===== src/sv/assert_macros.svh =====
// shared assertion macros, sampled on the rising edge of clk, off while in reset
`ifndef ASSERT_MACROS_SVH
`define ASSERT_MACROS_SVH

// consequent holds in the same cycle as the antecedent
`define ASSERT_SAME(lbl, ante, cons) \
	lbl: assert property (@(posedge clk) disable iff (!arst_n) (ante) |-> (cons)) \
		else $error("same-cycle check failed");

// consequent holds in the cycle after the antecedent
`define ASSERT_NEXT(lbl, ante, cons) \
	lbl: assert property (@(posedge clk) disable iff (!arst_n) (ante) |=> (cons)) \
		else $error("next-cycle check failed");

`endif


===== src/sv/ttm_pkg.sv =====
package ttm_pkg;

	localparam int COUNT_BITS  = 24;
	localparam int SAMPLE_BITS = 16;
	localparam int RUN_BITS    = 4;
	localparam int SUM_BITS    = COUNT_BITS + SAMPLE_BITS;
	localparam int STEP_BITS   = $clog2(SUM_BITS + 1);
	localparam int ADDR_BITS   = 4;
	localparam int DATA_BITS   = 32;

	localparam logic [COUNT_BITS-1:0] COUNT_MAX = {COUNT_BITS{1'b1}};
	localparam logic [RUN_BITS-1:0]   RUN_MAX   = {RUN_BITS{1'b1}};

	// register reset values
	localparam logic signed [SAMPLE_BITS-1:0] LIMIT_RESET = SAMPLE_BITS'(1600);
	localparam logic signed [SAMPLE_BITS-1:0] PMIN_RESET  = -SAMPLE_BITS'(240);
	localparam logic [RUN_BITS-1:0]           TRIP_RESET  = RUN_BITS'(3);

	// register word indexes (byte address bits [3:2])
	localparam logic [1:0] REG_SAFE_LIMIT = 2'd0;
	localparam logic [1:0] REG_PHYS_MIN   = 2'd1;
	localparam logic [1:0] REG_TRIP_RUN   = 2'd2;

	// input ops
	localparam logic OP_SAMPLE = 1'b0;
	localparam logic OP_REPORT = 1'b1;

	// result status codes
	localparam logic [2:0] STAT_IN_RANGE = 3'd0;
	localparam logic [2:0] STAT_ALERT    = 3'd1;
	localparam logic [2:0] STAT_TRIP     = 3'd2;
	localparam logic [2:0] STAT_REJECTED = 3'd3;
	localparam logic [2:0] STAT_IGNORED  = 3'd4;
	localparam logic [2:0] STAT_REPORT   = 3'd5;

	typedef struct packed {
		logic                          op;
		logic signed [SAMPLE_BITS-1:0] temperature;
	} sample_t;

	typedef struct packed {
		logic [2:0]                    status;
		logic [RUN_BITS-1:0]           run_length;
		logic [COUNT_BITS-1:0]         sample_count;
		logic [COUNT_BITS-1:0]         above_count;
		logic signed [SAMPLE_BITS-1:0] highest;
		logic signed [SAMPLE_BITS-1:0] lowest;
		logic signed [SAMPLE_BITS-1:0] mean_value;
		logic                          have_samples;
		logic                          tripped;
	} result_t;

	typedef enum logic [1:0] {
		ST_IDLE,
		ST_EXEC,
		ST_DIV,
		ST_EMIT
	} state_t;

	// handshake between sequencer and divider
	typedef struct packed {
		logic start;
	} div_req_t;

	typedef struct packed {
		logic busy;
		logic done;
	} div_rsp_t;

endpackage


===== src/sv/ttm_div.sv =====
module ttm_div import ttm_pkg::*; (
	input  logic                          clk,
	input  logic                          arst_n,
	input  div_req_t                      req,
	input  logic signed [SUM_BITS-1:0]    dividend,
	input  logic [COUNT_BITS-1:0]         divisor,
	output div_rsp_t                      rsp,
	output logic signed [SAMPLE_BITS-1:0] quotient
);

	logic [STEP_BITS-1:0]  step_q;
	logic                  busy_q;
	logic                  done_q;
	logic                  neg_q;
	logic [COUNT_BITS-1:0] div_q;
	logic [COUNT_BITS-1:0] rem_q;
	logic [SUM_BITS-1:0]   quo_q;
	logic [SUM_BITS-1:0]   mag;
	logic [COUNT_BITS:0]   shifted;
	logic [COUNT_BITS+1:0] diff;
	logic                  fits;
	logic [SUM_BITS-1:0]   signed_quo;

	// magnitude of the dividend, sign kept aside
	assign mag = dividend[SUM_BITS-1] ? (SUM_BITS'(0) - dividend) : dividend;

	// shared trial subtractor, one quotient bit per cycle
	assign shifted = {rem_q, quo_q[SUM_BITS-1]};
	assign diff    = {1'b0, shifted} - {2'b00, div_q};
	assign fits    = !diff[COUNT_BITS+1];

	// control
	always_ff @(posedge clk or negedge arst_n) begin
		if (!arst_n) begin
			step_q <= '0;
			busy_q <= 1'b0;
			done_q <= 1'b0;
		end else begin
			done_q <= 1'b0;
			if (req.start) begin
				step_q <= STEP_BITS'(SUM_BITS);
				busy_q <= 1'b1;
			end else if (busy_q) begin
				step_q <= step_q - STEP_BITS'(1);
				if (step_q == STEP_BITS'(1)) begin
					busy_q <= 1'b0;
					done_q <= 1'b1;
				end
			end
		end
	end

	// datapath
	always_ff @(posedge clk) begin
		if (req.start) begin
			neg_q <= dividend[SUM_BITS-1];
			div_q <= divisor;
			rem_q <= '0;
			quo_q <= mag;
		end else if (busy_q) begin
			rem_q <= fits ? diff[COUNT_BITS-1:0] : shifted[COUNT_BITS-1:0];
			quo_q <= {quo_q[SUM_BITS-2:0], fits};
		end
	end

	// truncation toward zero: divide magnitudes, then restore the sign
	assign signed_quo = neg_q ? (SUM_BITS'(0) - quo_q) : quo_q;
	assign quotient   = signed_quo[SAMPLE_BITS-1:0];
	assign rsp.busy   = busy_q;
	assign rsp.done   = done_q;

endmodule


===== src/sv/temperature_trip_monitor.sv =====
// Temperature trip monitor. An accepted sample transfer is evaluated in the next cycle and
// its result is loaded at that edge, provided the result register is free; the block is
// ready again once it is back in idle after the load, so it takes no new sample before the
// last one is loaded. A report with counted samples first starts a restoring divider that
// settles one quotient bit per cycle over the 40-bit running sum, waits for its done
// flag and loads once the result register is free. A report with no counted samples
// takes the sample path. While an untaken result sits in the result register, one more
// transfer is accepted and held before evaluation. Registers: safe limit at byte 0x0,
// physical minimum at 0x4, trip run length at 0x8; signed registers read back
// sign-extended. Write them only while no transfer is in flight.
`include "assert_macros.svh"

module temperature_trip_monitor import ttm_pkg::*; (
	input  logic                 clk,
	input  logic                 arst_n,
	input  logic                 psel,
	input  logic                 penable,
	input  logic                 pwrite,
	input  logic [ADDR_BITS-1:0] paddr,
	input  logic [DATA_BITS-1:0] pwdata,
	output logic [DATA_BITS-1:0] prdata,
	output logic                 pready,
	input  logic                 sample_valid,
	output logic                 sample_ready,
	input  sample_t              sample,
	output logic                 result_valid,
	input  logic                 result_ready,
	output result_t              result
);

	state_t state_q, state_d;

	logic signed [SAMPLE_BITS-1:0] limit_q;
	logic signed [SAMPLE_BITS-1:0] pmin_q;
	logic [RUN_BITS-1:0]           trl_q;

	logic [COUNT_BITS-1:0]         cnt_q, cnt_d;
	logic [COUNT_BITS-1:0]         above_q, above_d;
	logic signed [SUM_BITS-1:0]    sum_q, sum_d;
	logic signed [SAMPLE_BITS-1:0] max_q, max_d;
	logic signed [SAMPLE_BITS-1:0] min_q, min_d;
	logic [RUN_BITS-1:0]           run_q, run_d;
	logic                          trip_q, trip_d;

	sample_t item_q;
	result_t out_q, out_d;
	logic    out_valid_q;

	logic                          wr_en;
	logic signed [SAMPLE_BITS-1:0] temp;
	logic                          take;
	logic                          hot;
	logic [RUN_BITS-1:0]           run_inc;
	logic [2:0]                    sample_status;
	logic                          slot_free;
	logic                          commit;
	logic                          load_out;
	div_req_t                      div_req;
	div_rsp_t                      div_rsp;
	logic signed [SAMPLE_BITS-1:0] quotient;

	// configuration port
	assign pready = 1'b1;
	assign wr_en  = psel && penable && pwrite && pready;

	always_ff @(posedge clk or negedge arst_n) begin
		if (!arst_n) begin
			limit_q <= LIMIT_RESET;
			pmin_q  <= PMIN_RESET;
			trl_q   <= TRIP_RESET;
		end else if (wr_en) begin
			case (paddr[3:2])
				REG_SAFE_LIMIT: limit_q <= pwdata[SAMPLE_BITS-1:0];
				REG_PHYS_MIN:   pmin_q  <= pwdata[SAMPLE_BITS-1:0];
				REG_TRIP_RUN:   trl_q   <= pwdata[RUN_BITS-1:0];
				default: ;
			endcase
		end
	end

	always_comb begin
		case (paddr[3:2])
			REG_SAFE_LIMIT: prdata = DATA_BITS'(limit_q);
			REG_PHYS_MIN:   prdata = DATA_BITS'(pmin_q);
			REG_TRIP_RUN:   prdata = DATA_BITS'(trl_q);
			default:        prdata = '0;
		endcase
	end

	// sample evaluation against current statistics
	assign temp    = item_q.temperature;
	assign take    = !trip_q && !(temp < pmin_q);
	assign hot     = temp > limit_q;
	assign run_inc = (run_q == RUN_MAX) ? run_q : run_q + RUN_BITS'(1);

	always_comb begin
		cnt_d         = cnt_q;
		sum_d         = sum_q;
		above_d       = above_q;
		max_d         = max_q;
		min_d         = min_q;
		run_d         = run_q;
		trip_d        = trip_q;
		sample_status = STAT_IN_RANGE;
		if (trip_q) begin
			sample_status = STAT_IGNORED;
		end else if (!take) begin
			sample_status = STAT_REJECTED;
		end else begin
			if (cnt_q == '0) begin
				max_d = temp;
				min_d = temp;
			end else begin
				if (temp > max_q) max_d = temp;
				if (temp < min_q) min_d = temp;
			end
			if (cnt_q != COUNT_MAX) begin
				cnt_d = cnt_q + COUNT_BITS'(1);
				sum_d = sum_q + SUM_BITS'(temp);
			end
			if (hot) begin
				if (above_q != COUNT_MAX) above_d = above_q + COUNT_BITS'(1);
				run_d = run_inc;
				if (run_inc >= trl_q) begin
					trip_d        = 1'b1;
					sample_status = STAT_TRIP;
				end else begin
					sample_status = STAT_ALERT;
				end
			end else begin
				run_d = '0;
			end
		end
	end

	// result word: reports read the held statistics, samples the updated ones
	always_comb begin
		if (item_q.op == OP_REPORT) begin
			out_d.status       = STAT_REPORT;
			out_d.run_length   = run_q;
			out_d.sample_count = cnt_q;
			out_d.above_count  = above_q;
			out_d.highest      = max_q;
			out_d.lowest       = min_q;
			out_d.mean_value   = (state_q == ST_EMIT) ? quotient : '0;
			out_d.have_samples = cnt_q != '0;
			out_d.tripped      = trip_q;
		end else begin
			out_d.status       = sample_status;
			out_d.run_length   = run_d;
			out_d.sample_count = cnt_d;
			out_d.above_count  = above_d;
			out_d.highest      = max_d;
			out_d.lowest       = min_d;
			out_d.mean_value   = '0;
			out_d.have_samples = cnt_d != '0;
			out_d.tripped      = trip_d;
		end
	end

	// sequencer
	assign slot_free    = !out_valid_q || result_ready;
	assign sample_ready = state_q == ST_IDLE;

	always_ff @(posedge clk or negedge arst_n) begin
		if (!arst_n) begin
			state_q <= ST_IDLE;
		end else begin
			state_q <= state_d;
		end
	end

	always_comb begin
		state_d       = state_q;
		commit        = 1'b0;
		load_out      = 1'b0;
		div_req.start = 1'b0;
		case (state_q)
			ST_IDLE: begin
				if (sample_valid) state_d = ST_EXEC;
			end
			ST_EXEC: begin
				if (item_q.op == OP_REPORT && cnt_q != '0) begin
					div_req.start = 1'b1;
					state_d       = ST_DIV;
				end else if (slot_free) begin
					load_out = 1'b1;
					commit   = item_q.op == OP_SAMPLE;
					state_d  = ST_IDLE;
				end
			end
			ST_DIV: begin
				if (div_rsp.done) state_d = ST_EMIT;
			end
			ST_EMIT: begin
				if (slot_free) begin
					load_out = 1'b1;
					state_d  = ST_IDLE;
				end
			end
			default: state_d = ST_IDLE;
		endcase
	end

	// input capture
	always_ff @(posedge clk) begin
		if (sample_valid && sample_ready) item_q <= sample;
	end

	// statistics
	always_ff @(posedge clk or negedge arst_n) begin
		if (!arst_n) begin
			cnt_q   <= '0;
			above_q <= '0;
			sum_q   <= '0;
			max_q   <= '0;
			min_q   <= '0;
			run_q   <= '0;
			trip_q  <= 1'b0;
		end else if (commit) begin
			cnt_q   <= cnt_d;
			above_q <= above_d;
			sum_q   <= sum_d;
			max_q   <= max_d;
			min_q   <= min_d;
			run_q   <= run_d;
			trip_q  <= trip_d;
		end
	end

	// mean divider
	ttm_div u_div (
		.clk      (clk),
		.arst_n   (arst_n),
		.req      (div_req),
		.dividend (sum_q),
		.divisor  (cnt_q),
		.rsp      (div_rsp),
		.quotient (quotient)
	);

	// output register
	always_ff @(posedge clk or negedge arst_n) begin
		if (!arst_n) begin
			out_valid_q <= 1'b0;
		end else if (load_out) begin
			out_valid_q <= 1'b1;
		end else if (result_ready) begin
			out_valid_q <= 1'b0;
		end
	end

	always_ff @(posedge clk) begin
		if (load_out) out_q <= out_d;
	end

	assign result_valid = out_valid_q;
	assign result       = out_q;

	// checks
	`ASSERT_SAME(a_busy_blocks_input, state_q != ST_IDLE, !sample_ready)
	`ASSERT_NEXT(a_trip_sticky, trip_q, trip_q)
	`ASSERT_SAME(a_div_only_in_div, div_rsp.busy, state_q == ST_DIV)
	`ASSERT_SAME(a_trip_flagged, result_valid && result.status == STAT_TRIP, result.tripped)

endmodule

===== config.mk =====
export PLATFORM = sky130hd
export DESIGN_NAME = temperature_trip_monitor
export DESIGN_NICKNAME = d
export VERILOG_FILES = /design/src/sv/ttm_pkg.sv /design/src/sv/ttm_div.sv /design/src/sv/temperature_trip_monitor.sv
export VERILOG_INCLUDE_DIRS = /design/src /design/src/sv
export SDC_FILE = /design/constraint.sdc
export NUM_CORES = 1
export LEC_CHECK = 0
export BUFFER_PORTS_ARGS = -buffer_cell sky130_fd_sc_hd__buf_2
export CORE_MARGIN = 2
export CORE_UTILIZATION = 55
export DETAILED_ROUTE_END_ITERATION = 10
export GPL_TIMING_DRIVEN = 0
export PLACE_DENSITY_LB_ADDON = 0.25
export SLEW_MARGIN = 20
export SYNTH_ARGS = -nofsm -noshare
export SYNTH_HDL_FRONTEND = slang
export SYNTH_SLANG_ARGS = --single-unit

===== constraint.sdc =====
create_clock -name clk -period 8.9 [get_ports clk]
set_clock_uncertainty 0.15 [all_clocks]
set_input_delay 1.78 -clock clk [delete_from_list [all_inputs] [get_ports clk]]
set_output_delay 1.78 -clock clk [all_outputs]
set_load 0.01 [all_outputs]

==> results of run 1 <==
[cells in the final DEF (no fill, tap or decap), types with 12 or more instances in the layout]
cell       count
xor2_1       116
a31oi_1       12
nand2_1      271
xnor2_1       96
buf_2        179
dfrtp_1      158
nand2b_1      23
dfxtp_1       24
a21oi_1       83
nor2_1       143
nand4_1       21
buf_4         17
nor3_1        35
dfstp_2       14
o31ai_1       20
and3_1        26
clkbuf_16     43
nor4_1        15
ha_1         137
edfxtp_1     187
o21ai_0      213
inv_1        121
or3_1         16
mux2i_1       38
nor2b_1       14
nand3_1       54
a21o_1        40
clkbuf_1      93
mux2_2        48
[power groups by stage]
| stage | clock network [uW] | registers [uW] | logic, uW |
|---|---|---|---|
| floorplan | 0 | 3020 | 2620 |
| global placement | 0 | 3100 | 3430 |
| detailed placement | 0 | 3080 | 3620 |
| CTS | 1790 | 3050 | 3650 |
| global route | 1860 | 3130 | 4100 |
| finish | 1770 | 3060 | 3660 |
[worst reg2reg max path, stage by stage, from the launching register on]
cell and delay [ps]:
edfxtp_1 870, ha_1 390, nand2b_1 80, a21oi_1 70, a31oi_1 500, nor2b_1 200, clkbuf_1 260, nand2_1 290
nor2_1 540, clkbuf_1 620, mux2_2 440
[per-layer routing]
layer	up-vias	share of wire	GRT usage
met5	-	0	0
met2	507	0.47	0.432
met1	8144	0.43	0.344
li1	8177	-	-
met4	0	0.034	0.107
met3	108	0.062	0.0390
[cell type report]
type / count / area, sq um / share of cell area
inverter: 121 / 454 / 0.0181
buffer: 103 / 452 / 0.0180
clock buffer: 62 / 1210 / 0.0482
timing repair buffer: 189 / 1140 / 0.0454
multi-input combinational: 1578 / 10500 / 0.421
tap: 525 / 657 / 0.0262
clock inverter: 18 / 194 / 0.00774
sequential: 383 / 10400 / 0.416
[through the flow]
stage / util / setup TNS [ps] / power [uW] / hold slack, ps / cell area [sq um]
floorplan: - / 0 / 5640 / 273 / 21800
global placement: 0.593 / -43580 / 6530 / 277 / 23400
detailed placement: 0.600 / 0 / 6700 / 279 / 23700
CTS: 0.635 / 0 / 8500 / 290 / 25100
global route: 0.635 / 0 / 9090 / 298 / 25100
finish: 0.635 / 0 / 8490 / 292 / 25100
[sequential cells by signal (all words and copies together), names as in the netlist, 24 cells and up]
signal	count
result	105
sum_q	40
u_div.quo_q	40
above_q	24
cnt_q	24
u_div.div_q	24
u_div.rem_q	24
[worst min path at each step]
stage,start,endpoint
3_3_place_gp,cnt_q[3]$_DFFE_PN0P_,u_div.div_q[3]$_DFFE_PP_
2_1_floorplan,cnt_q[11]$_DFFE_PN0P_,u_div.div_q[11]$_DFFE_PP_
6_report,cnt_q[15]$_DFFE_PN0P_,u_div.div_q[15]$_DFFE_PP_
5_1_grt,cnt_q[15]$_DFFE_PN0P_,u_div.div_q[15]$_DFFE_PP_
3_5_place_dp,cnt_q[15]$_DFFE_PN0P_,u_div.div_q[15]$_DFFE_PP_
4_1_cts,cnt_q[15]$_DFFE_PN0P_,u_div.div_q[15]$_DFFE_PP_
[cell families (layout without fill, tap and decap cells)]
family	after synthesis	after routing	share of synthesized area
buffers and inverters	224	493	0.0414
multiplexers	86	86	0.0421
XOR/XNOR	212	212	0.0850
flip-flops	383	383	0.477
other	1	1	0.000172
adder cells (fa/ha/maj)	139	139	0.0803
AND/OR/NAND/NOR	676	676	0.146
AO/OA/AOI/OAI	464	464	0.128
==> results by group, run 1 <==
Worst setup path
  – Crit-path leading delay family: buffers and inverters
  – Worst-path maximum fanout: 17
  – Crit Reg-Reg Endpoint: result[25]$_DFFE_PP_
  – FF-to-FF path depth: 10
  – WP buf/inv: 4
  – Crit path DAT: 3780 ps
  – R2R setup slack: 4230 ps
  – Crit. Startpoint: paddr[2]
  – Required time worst endpoint: 6970 ps
  – Crit path top cell by count: buf_2
  – Crit path cell chain: buf_2 -> clkbuf_1 -> mux2i_1 -> nor2_1 -> buf_4 -> buf_2
  – Crit end category: output port
  – Worst Setup EP: prdata[24]
  – R2R Path Start: temp[15]$_DFFE_PP_
  – Crit path kind: primary input to output port
  – CP max stage cell: nor2_1
  – Crit path depth: 6
  – Crit-path max cell delay: 810 ps
  – Setup crit start kind: primary input

Die
  – IO Pins: 200
  – Die width: 203 microns
  – Die height: 203 microns
  – Total Die Area: 0.0413 sq mm
  – Placement Rows: 73
  – Starting Density: 0.554
  – Core area: 0.0395 sq mm

CTS
  – Clock transition at the registers of the reported paths: 60 ps
  – CTS Sinks: 383
  – Post-CTS Resized: 0
  – H-tree depth: 2
  – Clk Latency, worst-skew pair: 590 ps
  – Post-CTS Setup Inserts: 0
  – Hold bufs inserted after CTS: 0
  – Clk root buf: clkbuf_16
  – TritonCTS Buffers: 43
  – CTS tree: done
  – CTS Buffer Depth: 3

Yosys
  – Most numerous cell in the Yosys netlist: nand2_1
  – Ranking of synthesized cells by area: edfxtp_1 26%, dfrtp_1 18%, ha_1 7.8%
  – Yosys top cell by area: edfxtp_1
  – Post-synth cell types: 74
  – Sequential share of the synthesized area: 0.477
  – Yosys reg bits: 383
  – Post-synth EDFFs: 187
  – Post-synth top flop: edfxtp_1
  – Synth Cell Area: 0.0218 sq mm
  – Synthesis Warnings: 0
  – Syn Area/Cell: 10.0 sq um
  – Share of the synthesized area in the top cell type: 0.257
  – Commonest cells in the synthesized netlist: 271 x nand2_1, 213 x o21ai_0, 187 x edfxtp_1
  – Syn Inst Count: 2185
  – Asr flop ratio synth: 0.449
  – Syn nets: 2384

STA
  – Final setup viols: 0
  – Final Hold Fails: 0
  – RSZ-0062 raised after global routing: false
  – Fmax: 175 MHz
  – Worst setup margin: 3190 ps
  – Tmin final: 5710 ps
  – Slew headroom: 0.315
  – Actual slew at the worst max-slew pin: 1020 ps
  – Final period util: 0.641
  – Final Max Slew Viols: 0

Power
  – Clock power frac: 0.208
  – P per Cell Area: 339 mW/mm^2
  – NetSw: 3320 uW
  – Sw Ratio: 0.391
  – Flop pwr share: 0.360
  – Max VDD drop: 0.000200 V
  – Static Leak: 0.0111 uW
  – Gate power share: 0.431
  – Pint: 5180 uW

Flow run
  – # Max-Cap Violations: 0

Routing
  – Via count: 16900
  – # DRC: 0
  – Drt wl/cell: 17.9 microns
  – Initial detailed-routing violation count: 1223
  – Final ANT Viol Nets: 0
  – First-pass DRT Iterations: 5
  – Vias/cell: 5.69
  – WL final: 53300 microns

Place
  – Hpwl dp: 39200 microns
  – Worst slack at placement: 3150 ps
  – GP Congestion: 0.917
  – IO buf count: 180
  – DP Cell Count: 2899

Hold path
  – Hold path cells: 0
  – Worst hold path class: flop to flop

GRT
  – Pin count of the biggest net entering global routing: 74
  – Initial antenna violation count: 1
  – Total GRT Usage: 0.261
  – Congestion Overflow GR: 0
  – Global-route wire length before repair: 86400 microns
  – Vias in the first global route: 16800

Finish
  – Non-Filler Instances: 2979
  – Final nets: 2618
  – Fill cell count: 3174
  – Area grow syn2layout: 14.7%
  – Share of layout cells above drive strength 1: 0.146
  – Ant diodes: 0

Status
  – Status: finished clean
No activity file was read; power rests on OpenSTA's default activity.
==> run 2: changes to the inputs <==
==> constraint.sdc (replaced) <==
create_clock -name clk -period 4.8 [get_ports clk]
set_clock_uncertainty 0.15 [all_clocks]
set_input_delay 0.96 -clock clk [delete_from_list [all_inputs] [get_ports clk]]
set_output_delay 0.96 -clock clk [all_outputs]
set_load 0.01 [all_outputs]
==> results by group, run 2 (same netlist as run 1, synthesis figures left out) <==
Status
  – Status: finished clean

CTS
  – TritonCTS Buffers: 41
  – CTS Buffer Depth: 3
  – Clk Latency, worst-skew pair: 580 ps
  – CTS tree: done
  – CTS Sinks: 383
  – Hold bufs inserted after CTS: 0
  – Clock transition at the registers of the reported paths: 60 ps
  – H-tree depth: 2
  – Clk root buf: clkbuf_16

Worst setup path
  – Crit end category: flop
  – Setup crit start kind: flop
  – Crit Reg-Reg Endpoint: sum_q[10]$_DFFE_PN0P_
  – R2R setup slack: 300 ps
  – Crit-path max cell delay: 860 ps
  – Crit. Startpoint: temp[5]$_DFFE_PP_
  – CP max stage cell: a21oi_1
  – FF-to-FF path depth: 12
  – Crit path kind: flop to flop
  – Worst-path maximum fanout: 10
  – Required time worst endpoint: 5120 ps
  – R2R Path Start: temp[5]$_DFFE_PP_
  – Crit path DAT: 4820 ps
  – Worst Setup EP: sum_q[10]$_DFFE_PN0P_
  – Crit path cell chain: ha_1 -> a21o_1 -> a21o_1 -> a21oi_1 -> o31ai_1 -> a21oi_1 -> nor2_1 -> nand2_1 -> clkbuf_1 -> clkbuf_1 -> nand2_1 -> o21ai_0

GRT
  – Pin count of the biggest net entering global routing: 75
  – Vias in the first global route: 16600
  – Global-route wire length before repair: 85300 microns
  – Congestion Overflow GR: 0
  – Total GRT Usage: 0.257
  – Initial antenna violation count: 0

Routing
  – Final ANT Viol Nets: 0
  – Wire length on met1: 23400 microns
  – First-pass DRT Iterations: 5
  – Drt wl/cell: 17.8 microns
  – DR WL met3: 3310 microns
  – Vias/cell: 5.67
  – DR top layer: met4
  – Initial detailed-routing violation count: 1200
  – Via count: 16900
  – DR WL met2: 24800 microns
  – WL final: 53000 microns
  – # DRC: 0

STA
  – Worst setup margin: 297 ps
  – Tmin final: 4500 ps
  – Fmax: 222 MHz
  – Final setup viols: 0
  – Actual slew at the worst max-slew pin: 1070 ps
  – Slew headroom: 0.289
  – Final Max Slew Viols: 0
  – Final period util: 0.938
  – Final Hold Fails: 0
  – RSZ-0062 raised after global routing: false

Place
  – Worst slack at placement: 143 ps
  – IO buf count: 180
  – Dpl cell area: 0.0236 sq mm
  – GP Congestion: 0.927
  – DP Cell Count: 2899
  – Hpwl dp: 39000 microns

Finish
  – Final instance area: 0.0249 sq mm
  – Most frequent cells in the layout: 271 x nand2_1, 213 x o21ai_0, 187 x edfxtp_1, 179 x buf_2, 158 x dfrtp_1
  – Largest register FFs: 105
  – Leading cell type in the layout, fill and taps excluded: nand2_1
  – Area grow syn2layout: 14.2%
  – Fill cell count: 3238
  – Ant diodes: 0
  – Fin util: 0.632
  – Non-Filler Instances: 2977
  – Final nets: 2618
  – Share of layout cells above drive strength 1: 0.145

Power
  – Static Leak: 0.0110 uW
  – Max VDD drop: 0.000342 V
  – Power Total: 15500 uW
  – P per Cell Area: 622 mW/mm^2

Die
  – Starting Density: 0.554
  – Core area: 0.0395 sq mm
  – Die width: 203 microns
  – Total Die Area: 0.0413 sq mm
  – Placement Rows: 73
  – IO Pins: 200
  – Die height: 203 microns

Flow run
  – # Max-Cap Violations: 0

Hold path
  – Worst hold path class: primary input to async pin
run 2: area by class of cell:
type / count / area [sq um] / area share
multi-input cells: 1578 / 10500 / 0.423
flip-flops and latches: 383 / 10400 / 0.418
repair buffers: 191 / 1140 / 0.0456
clock buffers: 53 / 1130 / 0.0454
well taps: 525 / 657 / 0.0263
inverters: 121 / 454 / 0.0182
plain buffers: 103 / 452 / 0.0181
clock inverters: 23 / 144 / 0.00577
run 2: worst max-delay path: cells and delay by family, from the launching register on:
| family | cells | cell delay [ps] |
|---|---|---|
| AO/OA/AOI/OAI | 6 | 1570 |
| AND/OR/NAND/NOR | 3 | 780 |
| buffers and inverters | 2 | 920 |
| adder cells (fa/ha/maj) | 1 | 390 |
| flip-flops | 1 | 590 |
run 2: report_power, final:
group          switching (uW)  leakage [uW]  internal (uW)
combinational            3930       0.00621           2900
sequential                883       0.00420           4780
clock                    1320      0.000612           1720
total                    6120        0.0110           9400
run 2: worst min path at each step:
stage / to / depth (start not counted) / slack, ps / startpoint
final: sum_q[20]$_DFFE_PN0P_ / 1 / 130 / arst_n
after global routing: sum_q[21]$_DFFE_PN0P_ / 1 / 150 / arst_n
after CTS: sum_q[20]$_DFFE_PN0P_ / 1 / 130 / arst_n
after detailed placement: u_div.div_q[6]$_DFFE_PP_ / 0 / 280 / cnt_q[6]$_DFFE_PN0P_
after global placement: u_div.div_q[3]$_DFFE_PP_ / 0 / 280 / cnt_q[3]$_DFFE_PN0P_
after floorplan: u_div.div_q[11]$_DFFE_PP_ / 0 / 270 / cnt_q[11]$_DFFE_PN0P_
run 2: per-stage QoR:
| step | hold WS (ps) | setup TNS (ps) |
|---|---|---|
| floorplan | 273 | 0 |
| global placement | 279 | -85470 |
| detailed placement | 280 | 0 |
| CTS | 128 | 0 |
| global route | 151 | 0 |
| finish | 131 | 0 |
run 2: repair_timing:
item,CTS,global route
setup buffers,0,2
setup endpoints to repair,0,19
resized for setup,0,2
run 2: per-layer routing:
metal	vias to the layer above	track usage
met5	-	0
met4	0	0.0907
met3	102	0.0382
met2	539	0.423
met1	8064	0.348
li1	8189	-
